File: src/rtl/pas_pkg.sv
// Package of the prime sum accumulator: microcode word types, program addresses and the program ROM.
package pas_pkg;

  // Width of the step counter; the program uses ten steps.
  localparam int unsigned PcBits = 4;

  // Datapath operations that one control word can request.
  typedef enum logic [2:0] {
    OP_NOP,
    OP_LOAD,
    OP_INIT_D,
    OP_SQUARE,
    OP_DIV_INIT,
    OP_DIV_STEP,
    OP_INC_D,
    OP_ADD_EMIT
  } op_e;

  // Jump conditions; when the condition holds the step counter takes the target.
  typedef enum logic [2:0] {
    COND_NEVER,
    COND_ALWAYS,
    COND_NO_BEAT,
    COND_NOT_CANDIDATE,
    COND_IS_TWO,
    COND_SQ_GT_N,
    COND_CNT_MORE,
    COND_REM_ZERO
  } cond_e;

  // Extra conditions that share the encoding space are folded into dedicated steps below.
  typedef struct packed {
    op_e               op;
    cond_e             cond;
    logic [PcBits-1:0] target;
    logic              add;    // Add the candidate to the running sum.
    logic              finish; // End of item: emit if last, else return to wait.
  } ucode_t;

  // Program addresses.
  localparam logic [PcBits-1:0] PC_WAIT    = 4'd0;
  localparam logic [PcBits-1:0] PC_CHECK   = 4'd1;
  localparam logic [PcBits-1:0] PC_TWO     = 4'd2;
  localparam logic [PcBits-1:0] PC_SQUARE  = 4'd3;
  localparam logic [PcBits-1:0] PC_BOUND   = 4'd4;
  localparam logic [PcBits-1:0] PC_DIVSTEP = 4'd5;
  localparam logic [PcBits-1:0] PC_REMTEST = 4'd6;
  localparam logic [PcBits-1:0] PC_NEXT_D  = 4'd7;
  localparam logic [PcBits-1:0] PC_ADD     = 4'd8;
  localparam logic [PcBits-1:0] PC_FINISH  = 4'd9;

  // Program ROM: one control word per step.
  function automatic ucode_t ucode_rom(input logic [PcBits-1:0] pc);
    ucode_t w;
    w = '{op: OP_NOP, cond: COND_ALWAYS, target: PC_WAIT, add: 1'b0, finish: 1'b0};
    unique case (pc)
      PC_WAIT:    w = '{OP_LOAD,     COND_NO_BEAT,       PC_WAIT,    1'b0, 1'b0};
      PC_CHECK:   w = '{OP_INIT_D,   COND_NOT_CANDIDATE, PC_FINISH,  1'b0, 1'b0};
      PC_TWO:     w = '{OP_NOP,      COND_IS_TWO,        PC_ADD,     1'b0, 1'b0};
      PC_SQUARE:  w = '{OP_SQUARE,   COND_NEVER,         PC_WAIT,    1'b0, 1'b0};
      PC_BOUND:   w = '{OP_DIV_INIT, COND_SQ_GT_N,       PC_ADD,     1'b0, 1'b0};
      PC_DIVSTEP: w = '{OP_DIV_STEP, COND_CNT_MORE,      PC_DIVSTEP, 1'b0, 1'b0};
      PC_REMTEST: w = '{OP_INC_D,    COND_REM_ZERO,      PC_FINISH,  1'b0, 1'b0};
      PC_NEXT_D:  w = '{OP_NOP,      COND_ALWAYS,        PC_SQUARE,  1'b0, 1'b0};
      PC_ADD:     w = '{OP_NOP,      COND_NEVER,         PC_WAIT,    1'b1, 1'b0};
      PC_FINISH:  w = '{OP_ADD_EMIT, COND_NEVER,         PC_WAIT,    1'b0, 1'b1};
      default:    w = '{OP_NOP,      COND_ALWAYS,        PC_WAIT,    1'b0, 1'b0};
    endcase
    return w;
  endfunction

endpackage

File: src/rtl/prime_sum_accumulator.sv
// Top level of the prime sum accumulator: microcoded trial-division sequencer and datapath.
//
// Usage: signed values arrive as beats on the slave stream (tdata holds value, tlast marks
// the final value of a set). Each value is tested for primality by trial division with
// divisors d = 2, 3, ... while d*d <= n; prime values are added to a 32-bit wrapping sum.
// On the beat with tlast set, one result beat leaves on the master stream carrying the sum
// and a sticky overflow flag, after which both are cleared.
// Sequencing: a value that is negative or below two goes from the check step to finish,
// and two goes through the add step. Otherwise each full trial divisor runs the square,
// bound check, VALUE_BITS-1 bit-serial remainder steps, remainder test and jump. A prime
// ends at the bound check that finds d*d > n; a composite ends at the remainder test of
// its smallest factor. For 16-bit values the slowest value is the square of 181, and only
// one value is in flight at a time.
// On a last value the result is loaded into an output register at the end of the finish
// step, so m_axis_tvalid_o rises as the sequencer returns to wait; the next value is
// accepted while that result waits. If the receiver stalls with a result pending, the next
// last-value result waits in the sequencer until the register frees up.
// Reset clears the sum, the flag, the step counter and the output valid.
module prime_sum_accumulator
  import pas_pkg::*;
#(
  parameter int unsigned VALUE_BITS = 16
) (
  input  logic                                clk_i,
  input  logic                                rst_ni,
  input  logic                                s_axis_tvalid_i,
  output logic                                s_axis_tready_o,
  // Fields from bit 0: value[VALUE_BITS-1:0], zero padding.
  input  logic [((VALUE_BITS+7)/8)*8-1:0]     s_axis_tdata_i,
  input  logic                                s_axis_tlast_i,
  output logic                                m_axis_tvalid_o,
  input  logic                                m_axis_tready_i,
  // Fields from bit 0: prime_sum[31:0], overflow, zero padding.
  output logic [39:0]                         m_axis_tdata_o
);

  // Magnitude bits of a candidate, divisor width, square width and bit counter width.
  localparam int unsigned NB = VALUE_BITS - 1;
  localparam int unsigned DB = (NB + 1) / 2 + 1;
  localparam int unsigned SB = 2 * DB;
  localparam int unsigned CB = $clog2(NB + 1);

  logic [PcBits-1:0] pc_q, pc_d;
  ucode_t            uw;
  logic              cond_hit;

  logic [NB-1:0]     n_q, n_d;
  logic              neg_q, neg_d;
  logic              last_q, last_d;
  logic [DB-1:0]     d_q, d_d;
  logic [SB-1:0]     sq_q, sq_d;
  logic [DB-1:0]     rem_q, rem_d;
  logic [NB-1:0]     nsh_q, nsh_d;
  logic [CB-1:0]     cnt_q, cnt_d;
  logic [31:0]       sum_q, sum_d;
  logic              ovf_q, ovf_d;
  logic              out_valid_q, out_valid_d;
  logic [31:0]       out_sum_q, out_sum_d;
  logic              out_ovf_q, out_ovf_d;

  logic              in_beat;
  logic              out_busy;
  logic [DB:0]       rem_shift;
  logic [DB:0]       rem_sub;
  logic [31:0]       sum_next;

  assign uw       = ucode_rom(pc_q);
  assign in_beat  = s_axis_tvalid_i && s_axis_tready_o;
  assign out_busy = out_valid_q && !m_axis_tready_i;

  assign s_axis_tready_o = (uw.op == OP_LOAD);
  assign m_axis_tvalid_o = out_valid_q;
  assign m_axis_tdata_o  = {7'd0, out_ovf_q, out_sum_q};

  // One remainder step: shift in the next dividend bit, subtract when it fits.
  assign rem_shift = {rem_q, nsh_q[NB-1]};
  assign rem_sub   = rem_shift - {1'b0, d_q};
  assign sum_next  = sum_q + 32'(n_q);

  // Jump condition selection.
  always_comb begin
    unique case (uw.cond)
      COND_NEVER:         cond_hit = 1'b0;
      COND_ALWAYS:        cond_hit = 1'b1;
      COND_NO_BEAT:       cond_hit = !in_beat;
      COND_NOT_CANDIDATE: cond_hit = neg_q || (n_q < NB'(2));
      COND_IS_TWO:        cond_hit = (n_q == NB'(2));
      COND_SQ_GT_N:       cond_hit = (sq_q > SB'(n_q));
      COND_CNT_MORE:      cond_hit = (cnt_q != CB'(1));
      COND_REM_ZERO:      cond_hit = (rem_q == '0);
      default:            cond_hit = 1'b0;
    endcase
  end

  // Step counter: the finish step waits on a busy output or returns to wait.
  always_comb begin
    if (uw.finish) begin
      if (last_q && out_busy) begin
        pc_d = pc_q;
      end else begin
        pc_d = PC_WAIT;
      end
    end else if (cond_hit) begin
      pc_d = uw.target;
    end else begin
      pc_d = pc_q + PcBits'(1);
    end
  end

  // Datapath controlled by the current control word.
  always_comb begin
    n_d         = n_q;
    neg_d       = neg_q;
    last_d      = last_q;
    d_d         = d_q;
    sq_d        = sq_q;
    rem_d       = rem_q;
    nsh_d       = nsh_q;
    cnt_d       = cnt_q;
    sum_d       = sum_q;
    ovf_d       = ovf_q;
    out_sum_d   = out_sum_q;
    out_ovf_d   = out_ovf_q;
    out_valid_d = out_valid_q && !m_axis_tready_i;
    unique case (uw.op)
      OP_LOAD: begin
        if (in_beat) begin
          n_d    = s_axis_tdata_i[NB-1:0];
          neg_d  = s_axis_tdata_i[VALUE_BITS-1];
          last_d = s_axis_tlast_i;
        end
      end
      OP_INIT_D:   d_d = DB'(2);
      OP_SQUARE:   sq_d = d_q * d_q;
      OP_DIV_INIT: begin
        rem_d = '0;
        nsh_d = n_q;
        cnt_d = CB'(NB);
      end
      OP_DIV_STEP: begin
        if (!rem_sub[DB]) begin
          rem_d = rem_sub[DB-1:0];
        end else begin
          rem_d = rem_shift[DB-1:0];
        end
        nsh_d = {nsh_q[NB-2:0], 1'b0};
        cnt_d = cnt_q - CB'(1);
      end
      OP_INC_D:    d_d = d_q + DB'(1);
      OP_ADD_EMIT: begin
        if (last_q && !out_busy) begin
          out_sum_d   = sum_q;
          out_ovf_d   = ovf_q;
          out_valid_d = 1'b1;
          sum_d       = '0;
          ovf_d       = 1'b0;
        end
      end
      default: ;
    endcase
    // Accumulate a prime candidate; the flag sticks once the sign bit flips up.
    if (uw.add) begin
      sum_d = sum_next;
      if (!sum_q[31] && sum_next[31]) begin
        ovf_d = 1'b1;
      end
    end
  end

  // Control registers.
  always_ff @(posedge clk_i or negedge rst_ni) begin
    if (!rst_ni) begin
      pc_q        <= PC_WAIT;
      sum_q       <= '0;
      ovf_q       <= 1'b0;
      out_valid_q <= 1'b0;
    end else begin
      pc_q        <= pc_d;
      sum_q       <= sum_d;
      ovf_q       <= ovf_d;
      out_valid_q <= out_valid_d;
    end
  end

  // Payload registers.
  always_ff @(posedge clk_i) begin
    n_q       <= n_d;
    neg_q     <= neg_d;
    last_q    <= last_d;
    d_q       <= d_d;
    sq_q      <= sq_d;
    rem_q     <= rem_d;
    nsh_q     <= nsh_d;
    cnt_q     <= cnt_d;
    out_sum_q <= out_sum_d;
    out_ovf_q <= out_ovf_d;
  end

endmodule

File: config.mk
export PLATFORM = sky130hd
export DESIGN_NAME = prime_sum_accumulator
export DESIGN_NICKNAME = d
export VERILOG_FILES = /design/src/rtl/pas_pkg.sv /design/src/rtl/prime_sum_accumulator.sv
export SDC_FILE = /design/constraint.sdc
export NUM_CORES = 1
export LEC_CHECK = 0
export BUFFER_PORTS_ARGS = -buffer_cell sky130_fd_sc_hd__buf_2
export CAP_MARGIN = 0
export CORE_UTILIZATION = 56
export DETAILED_ROUTE_END_ITERATION = 8
export GPL_ROUTABILITY_DRIVEN = 0
export GPL_TIMING_DRIVEN = 0
export HOLD_SLACK_MARGIN = 0.12
export PLACE_DENSITY = 0.86
export SLEW_MARGIN = 10
export SYNTH_ARGS = -nofsm -noshare
export SYNTH_HDL_FRONTEND = slang
export SYNTH_SLANG_ARGS = --single-unit
File: constraint.sdc
create_clock -name clk_i -period 5 [get_ports clk_i]
set_input_delay 0.25 -clock clk_i [delete_from_list [all_inputs] [get_ports clk_i]]
set_output_delay 0.25 -clock clk_i [all_outputs]
set_load 0.01 [all_outputs]
==> impl_metrics.tcl, run 1 <==
set metrics [dict create \
    status "finished, final reports clean" \
    drt_iter0_markers 877 \
    synth-seq-cells 142 \
    setup_viol 0 \
    cts_tree "built" \
    drc 0 \
    grt_antenna_before_repair 0 \
    timing.hold.ws_ns 0.1597 \
    final_common_cell "edfxtp_1" \
    slew_headroom_pct 22.48 \
    grt_use_total_pct 26.07 \
    synthFlopType "edfxtp_1" \
    port_buffers 55 \
    postRouteWirelength_um 21610 \
    post-place-cells 1181 \
    crit_fanout 9 \
    cp-end-kind "flop" \
    avgSynthCellArea_sq_um 10.39 \
    first_pass_iters 6 \
    root_buffer "clkbuf_16" \
    tightest_slew_ns 1.160 \
    grt_overflow_total 0 \
    critPathRequiredTime_ns 5.18 \
    synth_top_area_share_pct 33.34 \
    vias 7303 \
    syn_area_sq_mm 0.009368 \
    postLayoutCoreUtil_pct 67.70 \
    maxCapViolCount 0 \
    io_pins 63 \
    fin_crit_ns 4.753 \
    cts.sinks 142 \
    timing.final.hold_violations 0 \
    seq_area_frac_synth_pct 43.49 \
    start_util_pct 58.13 \
    grt_pass1_wl_um 35610 \
    drive_gt1_share_pct 15.31 \
    num_antenna_cells 0 \
    dp_hpwl_um 15020 \
    wl_met2_um 10620 \
    synthArstFlopShare_pct 26.76 \
    area_delta_synth_final_pct 16.47 \
    routed.top_layer "met4" \
    netlist_instances 902 \
    yosys_warnings 0 \
    dr_wl_met3_um 1319 \
    nNetsFinal 1159 \
    maxSlewViolCount 0 \
    yosysTopAreaCell "edfxtp_1" \
    start_kind "flop" \
    stdcell_count 1248 \
    synth_cell_type_count 69 \
    fmax_ghz 0.2104 \
    clk_pin_slew_ns 0.07 \
    die_h_um 131.3 \
    grt_max_degree 42 \
    synth_edf_count 104 \
    drtAntennaViolNets 0 \
    dieArea_sq_mm 0.01725 \
    rows 46 \
    fin_crit_sh_pct 95.07 \
    crit_path_max_incr_delay_ns 0.61 \
    wl_per_cell_um 17.32 \
    min_path_type "input pin to flop" \
    yosys-top-cells-area "edfxtp_1 33%, ha_1 11%, dfrtp_1 10%, fa_1 7.5%, inv_1 3.6%" \
    ctsHtreeMaxLevel 4 \
    coreArea_sq_mm 0.01612 \
    clock_skew_ns 0.009286 \
    cp_common_cell "inv_1" \
    wl_met1_um 9174 \
    path_cells "inv_4, nor2_2, inv_1, fa_2, inv_1, fa_1, inv_1, fa_1, fa_1, inv_1, ha_1, o21ai_1, o21ai_1, nand4_1, a31oi_2, a21o_1, a21oi_1, xor2_1" \
    clk_latency_ns 0.44 \
    crit_path_top_delay_cell "fa_2" \
    most-common-layout-cells "104 x edfxtp_1, 90 x nand2_1, 88 x inv_1, 84 x ha_1, 71 x nor2_1" \
    cts_buffer_depth 2 \
    path_class "flop to flop" \
    dieWidth_um 131.3 \
    numCtsBuffers 17 \
    grt_pass1_vias 7183 \
    vias_per_cell 5.852 \
    crit_arrival_ns 4.93 \
]
-- critical path, delay by kind of cell (launching register included) --
kind / cells / cell delay, ns
DFF: 1 / 0.42
AOI/OAI and AO/OA: 5 / 0.81
adders and majority gates: 5 / 2.49
buffers and inverters: 5 / 0.33
and+or+nand+nor: 2 / 0.30
xor gates and xnor gates: 1 / 0.15
-- sequential cells by signal (all words and copies together), names as in the netlist, 4 cells and up --
signal	count
sq_q	17
nsh_q	15
cnt_q	4
rem_q	9
out_sum_q	32
sum_q	32
d_q	9
n_q	15
pc_q	4
-- per-layer routing --
metal  vias up  track usage (%)
li1       3425                -
met1      3519            34.86
met5         -                0
met3        50            4.128
met2       309            43.09
met4         0            9.367
-- synth_stat cells, types with 10 or more instances --
| cell type | n |
|---|---|
| nand3_1 | 12 |
| inv_1 | 90 |
| ha_1 | 84 |
| fa_1 | 35 |
| a21o_1 | 14 |
| nor3_1 | 19 |
| xnor2_1 | 31 |
| clkbuf_1 | 16 |
| nor2b_1 | 10 |
| edfxtp_1 | 104 |
| a21oi_1 | 42 |
| dfrtp_1 | 38 |
| xor2_1 | 17 |
| o21ai_0 | 55 |
| nand4_1 | 12 |
| nor2_1 | 75 |
| nand2_1 | 90 |
-- final timing paths --
kind	from	end	slack, ns	depth (start not counted)
setup reg to reg	d_q[6]	sq_q[17]	0.25	18
min in group asynchronous	rst_ni	sum_q[27]	0.49	2
setup / recovery	d_q[6]	sq_q[17]	0.25	18
hold / removal	m_axis_tready_i	m_axis_tvalid_o	0.16	3
max in group asynchronous	rst_ni	sum_q[5]	3.91	2
hold reg to reg	ovf_q	out_ovf_q	0.46	0
-- per-stage QoR --
step	area, sq um	TNS [ns]	setup WS (ns)
2_1_floorplan	9390	0	0.2898
3_3_place_gp	9936	-0.5692	-0.2376
3_5_place_dp	9960	-0.9963	-0.3557
4_1_cts	10740	0	0.001435
5_1_grt	10910	-0.02047	-0.02047
6_report	10910	0	0.2465
-- area by class of cell --
class	instances	area, sq um
plain buffers	34	180.2
clock buffers	17	425.4
clock inverters	15	157.7
fillers	1172	5205
inverters	95	375.4
multi-input cells	637	4832
flip-flops and latches	142	4074
well taps	216	270.3
repair buffers	92	595.6
-- timing repair --
action,in CTS,in global routing
hold endpoints to repair,55,0
setup buffers,2,15
resized for setup,5,23
hold buffers,18,0
setup endpoints to repair,4,4
pin swaps,0,2
-- kinds of logic (layout without fill, tap and decap cells) --
logic type               count (synthesis)  in the layout  synth area share [%]
XOR/XNOR                                48             48                 4.488
AO/OA/AOI/OAI                          197            197                 13.94
flip-flops                             142            142                 43.49
other                                    1              7               0.04003
multiplexers                            11             11                 1.229
adder cells (fa/ha/maj)                119            119                 18.70
AND/OR/NAND/NOR                        255            255                 12.42
buffers and inverters                  129            253                 5.690
Power of run 1 is not shown: default switching activity piles up to over one toggle a cycle in this logic, so the estimate is an artifact.
==> inputs of run 2 (changes only) <==
--- a/config.mk
+++ b/config.mk
@@ -12,7 +12,7 @@
 export GPL_ROUTABILITY_DRIVEN = 0
 export GPL_TIMING_DRIVEN = 0
 export HOLD_SLACK_MARGIN = 0.12
-export PLACE_DENSITY = 0.86
+export PLACE_DENSITY = 0.84
 export SLEW_MARGIN = 10
 export SYNTH_ARGS = -nofsm -noshare
 export SYNTH_HDL_FRONTEND = slang
==> run 2 against run 1 <==
Against the previous run:
- flip-flop and latch count stayed put
- first-iteration DRC count is 6.7% lower
- die area unchanged
- maximum frequency decreased by 0.76%
- core utilization about the same
- wire length decreased by 2.6%
- final cell count is essentially flat
- clock skew is 0.0019 ns higher
- sequential share of layout area about the same
- critical path depth unchanged
- global-route usage down 0.39 points
==> impl_metrics.tcl, run 2 (synthesis gave the netlist of run 1 again) <==
set metrics [dict create \
    fin_crit_ns 4.790 \
    port_buffers 55 \
    slew_headroom_pct 26.36 \
    num_antenna_cells 0 \
    tightest_slew_ns 1.102 \
    postRouteWirelength_um 21050 \
    drc 0 \
    dp_hpwl_um 14670 \
    drive_gt1_share_pct 15.32 \
    largestRegisters "out_sum_q: 32 flops, sum_q: 32 flops, sq_q: 17 flops" \
    start_kind "flop" \
    path_class "flop to flop" \
    crit_path_max_incr_delay_ns 0.54 \
    area_delta_synth_final_pct 16.52 \
    critPathBufInv 4 \
    clk_latency_ns 0.43 \
    die_h_um 131.3 \
    postLayoutCoreUtil_pct 67.73 \
    post-place-cells 1181 \
    grt_pass1_wl_um 35050 \
    fmax_ghz 0.2088 \
    crit_path_top_delay_cell "fa_1" \
    cts.sinks 142 \
    dieArea_sq_mm 0.01725 \
    start_util_pct 58.13 \
    path_cells "inv_4, nor2_2, ha_1, xor2_1, fa_1, inv_1, fa_1, inv_1, fa_1, inv_1, ha_1, o21a_1, o21a_1, nand4_1, a31oi_2, a21o_1, a21oi_1, xor2_1" \
    cp-end-kind "flop" \
    drtAntennaViolNets 0 \
    critPathRequiredTime_ns 5.17 \
    grt_use_total_pct 25.68 \
    grt_antenna_before_repair 0 \
    setup_viol 0 \
    grt_max_degree 42 \
    timing.rr.start "d_q[8]" \
    clk_pin_slew_ns 0.06 \
    grt_overflow_total 0 \
    fin_crit_sh_pct 95.80 \
    nNetsFinal 1158 \
    cp_num_cells 18 \
    grt_pass1_vias 7242 \
    crit_fanout 8 \
    numCtsBuffers 17 \
    cts_tree "built" \
    cts_buffer_depth 2 \
    root_buffer "clkbuf_16" \
    maxCapViolCount 0 \
    drt_iter0_markers 818 \
    wl_per_cell_um 16.88 \
    critPathTopFamily "adder cells" \
    clock_skew_ns 0.01115 \
    most-common-layout-cells "104 x edfxtp_1, 90 x nand2_1, 86 x inv_1, 84 x ha_1, 69 x nor2_1" \
    min_path_type "input pin to flop" \
    min_path_cells 3 \
    coreArea_sq_mm 0.01612 \
    io_pins 63 \
    r2r-end "sq_q[17]" \
    timing.final.hold_violations 0 \
    vias_per_cell 5.864 \
    final_common_cell "edfxtp_1" \
    cp-endpoint "sq_q[17]" \
    maxSlewViolCount 0 \
    startpoint "d_q[8]" \
    crit_arrival_ns 4.96 \
    first_pass_iters 5 \
    rows 46 \
    stdcell_count 1247 \
    reg2reg_setup_slack_ns 0.21 \
    dieWidth_um 131.3 \
    status "finished, final reports clean" \
    ctsHtreeMaxLevel 4 \
    reg2regPathDepth 18 \
    vias 7312 \
]
## run 2: changes by cell type in the layout (fill, tap and decap cells not counted), moves of 2 or more
cell      previous run  this run
clkinv_2             0         2
clkinv_4             0         3
inv_1               88        86
nor2_1              71        69
inv_2                1         4
inv_6                9         4
nor2_2               4         7
inv_8                3         0
## run 2: worst min-delay path by stage
stage / slack (ns) / from / end
detailed placement: 0.42 / rst_ni / sum_q[24]
global placement: 0.41 / rst_ni / sum_q[27]
global route: 0.18 / m_axis_tready_i / m_axis_tvalid_o
CTS: 0.16 / m_axis_tready_i / m_axis_tvalid_o
floorplan: -0.05 / rst_ni / m_axis_tvalid_o
finish: 0.17 / m_axis_tready_i / m_axis_tvalid_o
## run 2: area by class of cell
type                    instances  area, sq um
plain buffers                  33        172.7
clock buffers                  19        464.2
clock inverters                13        151.4
fillers                      1160         5200
inverters                      95        366.6
multi-input cells             637         4821
flip-flops and latches        142         4074
well taps                     216        270.3
repair buffers                 92        595.6
## run 2: timing repair
item | CTS | global route
buffers inserted | 2 | 15
gates resized for setup | 6 | 18
setup endpoints to repair | 5 | 4
hold endpoints to repair | 55 | 0
pin swaps | 0 | 3
cloned | 0 | 0
hold buffers | 18 | 0
## run 2: worst reg2reg max path, stage by stage, from the launching register on
cell      delay, ns
edfxtp_1       0.51
inv_4          0.18
nor2_2         0.07
ha_1           0.35
xor2_1         0.20
fa_1           0.55
inv_1          0.06
fa_1           0.52
inv_1          0.06
fa_1           0.53
inv_1          0.04
ha_1           0.34
o21a_1         0.19
o21a_1         0.17
nand4_1        0.15
a31oi_2        0.13
a21o_1         0.20
a21oi_1        0.19
xor2_1         0.10
## run 2: per-layer routing
metal,vias to the layer above,part of all wire (%),track usage [%]
met5,-,0,0
met4,0,2.8,10.92
met3,61,6.9,4.900
met2,330,48,42.29
met1,3502,42,33.26
li1,3419,-,-
## run 2: metrics by stage
step / instance area, sq um / worst slack (ns) / hold WS (ns) / TNS, ns
6_report: 10920 / 0.2101 / 0.1660 / 0
5_1_grt: 10920 / -0.06210 / 0.1806 / -0.06210
4_1_cts: 10770 / 0.003614 / 0.1586 / 0
3_5_place_dp: 9960 / -0.3471 / 0.4155 / -0.9621
3_3_place_gp: 9936 / -0.2522 / 0.4130 / -0.5923
2_1_floorplan: 9390 / 0.2898 / -0.04559 / 0
Power of run 2 is left out for the same reason.
==> inputs of run 3 (changes only) <==
--- a/config.mk
+++ b/config.mk
@@ -7,12 +7,13 @@
 export LEC_CHECK = 0
 export BUFFER_PORTS_ARGS = -buffer_cell sky130_fd_sc_hd__buf_2
 export CAP_MARGIN = 0
-export CORE_UTILIZATION = 56
+export CORE_UTILIZATION = 67
 export DETAILED_ROUTE_END_ITERATION = 8
 export GPL_ROUTABILITY_DRIVEN = 0
 export GPL_TIMING_DRIVEN = 0
 export HOLD_SLACK_MARGIN = 0.12
-export PLACE_DENSITY = 0.84
+export PLACE_DENSITY = 0.93
+export SETUP_SLACK_MARGIN = 0.5
 export SLEW_MARGIN = 10
 export SYNTH_ARGS = -nofsm -noshare
 export SYNTH_HDL_FRONTEND = slang
==> constraint.sdc (replaced) <==
create_clock -name clk_i -period 6 [get_ports clk_i]
set_input_delay 0.3 -clock clk_i [delete_from_list [all_inputs] [get_ports clk_i]]
set_output_delay 0.3 -clock clk_i [all_outputs]
set_load 0.01 [all_outputs]
==> run 3 against run 2 <==
Against the previous run:
- non-clock buffer count fell by 12
- final cell count shrank 4.2%
- via count rose by 5.8%
- highest routed layer unchanged
- critical path depth did not move
- sequential share of layout area grew 0.57 points
- register-to-register slack improved by 0.56 ns
==> impl_metrics.tcl, run 3 (synthesis gave the netlist of run 1 again) <==
set metrics [dict create \
    status "finished, final reports clean" \
    grt_antenna_before_repair 0 \
    io_pins 63 \
    min_path_type "input pin to flop" \
    crit_path_max_incr_delay_ns 0.60 \
    drt_iter0_markers 1209 \
    drtAntennaViolNets 0 \
    die_h_um 120.2 \
    ctsHtreeMaxLevel 4 \
    clock_skew_ns 0.01421 \
    grt_max_degree 42 \
    start_kind "flop" \
    vias_per_cell 6.472 \
    cts_buffer_depth 2 \
    fin_crit_ns 5.228 \
    timing.final.hold_violations 0 \
    crit_arrival_ns 5.41 \
    wl_per_cell_um 20.16 \
    path_cells "clkinvlp_4, nor2_1, inv_1, fa_1, inv_1, fa_1, inv_1, fa_1, fa_1, inv_1, ha_1, o21ai_0, o21ai_1, nand4_1, a31oi_1, a21o_1, a21oi_1, xor2_1" \
    nNetsFinal 1146 \
    fillCellCount 731 \
    dp_hpwl_um 15190 \
    startpoint "d_q[6]" \
    dieArea_sq_mm 0.01446 \
    post-place-cells 1141 \
    first_pass_iters 6 \
    drc 0 \
    cp-end-kind "flop" \
    fin_tns_setup_ns 0 \
    stdcell_count 1195 \
    grt_use_total_pct 35.26 \
    tightest_slew_ns 1.156 \
    vias 7734 \
    fin_area_sq_mm 0.01075 \
    most-common-layout-cells "104 x edfxtp_1, 90 x inv_1, 90 x nand2_1, 84 x ha_1, 75 x nor2_1" \
    postRouteWirelength_um 24090 \
    cts.sinks 142 \
    dieWidth_um 120.2 \
    coreArea_sq_mm 0.01345 \
    start_util_pct 69.63 \
    maxCapViolCount 0 \
    port_buffers 55 \
    slew_headroom_pct 22.72 \
    clk_latency_ns 0.44 \
    maxSlewViolCount 0 \
    critPathTopFamily "adder cells" \
    rsz0062_at_grt "false" \
    crit_path_top_delay_cell "fa_1" \
    place_area_sq_mm 0.009910 \
    path_class "flop to flop" \
    critPathBufInv 5 \
    grt_pass1_wl_um 38810 \
    drive_gt1_share_pct 12.76 \
    clk_pin_slew_ns 0.06 \
    num_antenna_cells 0 \
    critPathRequiredTime_ns 6.18 \
    timing.rr.start "d_q[6]" \
    root_buffer "clkbuf_16" \
    final_common_cell "edfxtp_1" \
    area_delta_synth_final_pct 14.77 \
    largestRegisters "out_sum_q: 32 flops, sum_q: 32 flops, sq_q: 17 flops" \
    grt_overflow_total 0 \
    cts_tree "built" \
    numCtsBuffers 17 \
    fin_crit_sh_pct 87.13 \
    setup_viol 0 \
    fmax_ghz 0.1913 \
    grt_pass1_vias 7738 \
    min_from "m_axis_tready_i" \
    rows 42 \
    crit_fanout 7 \
]
==> run 3: cell types whose count changed in the layout (fill, tap and decap cells not counted), sizes merged <==
cell | previous run | this run
inv | 97 | 95
clkbuf | 34 | 36
buf | 92 | 79
bufinv | 2 | 3
==> run 3: area by class of cell <==
cell class | instances | area (sq um) | area share (%)
inverters | 95 | 364.1 | 3.386
plain buffers | 34 | 177.7 | 1.652
well taps | 176 | 220.2 | 2.048
repair buffers | 79 | 498.0 | 4.632
multi-input cells | 637 | 4796 | 44.61
clock inverters | 12 | 153.9 | 1.431
flip-flops and latches | 142 | 4074 | 37.89
clock buffers | 20 | 467.9 | 4.352
==> run 3: timing repair <==
item,in CTS,in global routing
setup endpoints to repair,0,4
hold endpoints to repair,55,0
gates resized for setup,0,6
buffers inserted,0,4
hold buffers,18,0
==> run 3: worst register-to-register path: stages, from the launching register on <==
cell and delay, ns:
edfxtp_1 0.57, clkinvlp_4 0.27, nor2_1 0.17, inv_1 0.09, fa_1 0.60, inv_1 0.08
fa_1 0.52, inv_1 0.06, fa_1 0.47, fa_1 0.56, inv_1 0.05, ha_1 0.33
o21ai_0 0.14, o21ai_1 0.22, nand4_1 0.16, a31oi_1 0.28, a21o_1 0.19, a21oi_1 0.08
xor2_1 0.15
==> run 3: layer usage <==
| metal | part of all wire [%] | GRT usage [%] | vias up |
|---|---|---|---|
| met3 | 9.4 | 8.066 | 131 |
| li1 | - | - | 3386 |
| met4 | 4.8 | 17.82 | 0 |
| met2 | 49 | 57.47 | 523 |
| met5 | 0 | 0 | - |
| met1 | 37 | 44.29 | 3694 |
==> run 3: worst paths after layout <==
check / endpoint / slack [ns] / depth (start not counted)
setup / recovery: sq_q[17] / 0.77 / 18
min in group asynchronous: pc_q[1] / 0.54 / 2
setup reg to reg: sq_q[17] / 0.77 / 18
max in group asynchronous: sum_q[10] / 4.87 / 2
hold reg to reg: out_ovf_q / 0.45 / 0
hold / removal: m_axis_tvalid_o / 0.23 / 3
==> run 3: stage by stage <==
stage	setup WS [ns]	util (%)	hold WS (ns)
3_5_place_dp	0.5663	73.66	0.4407
4_1_cts	0.5076	79.62	0.2381
2_1_floorplan	1.290	-	0.004409
3_3_place_gp	0.7421	73.48	0.4226
6_report	0.7725	79.92	0.2330
5_1_grt	0.5063	79.92	0.2502
Power of run 3 is left out for the same reason.
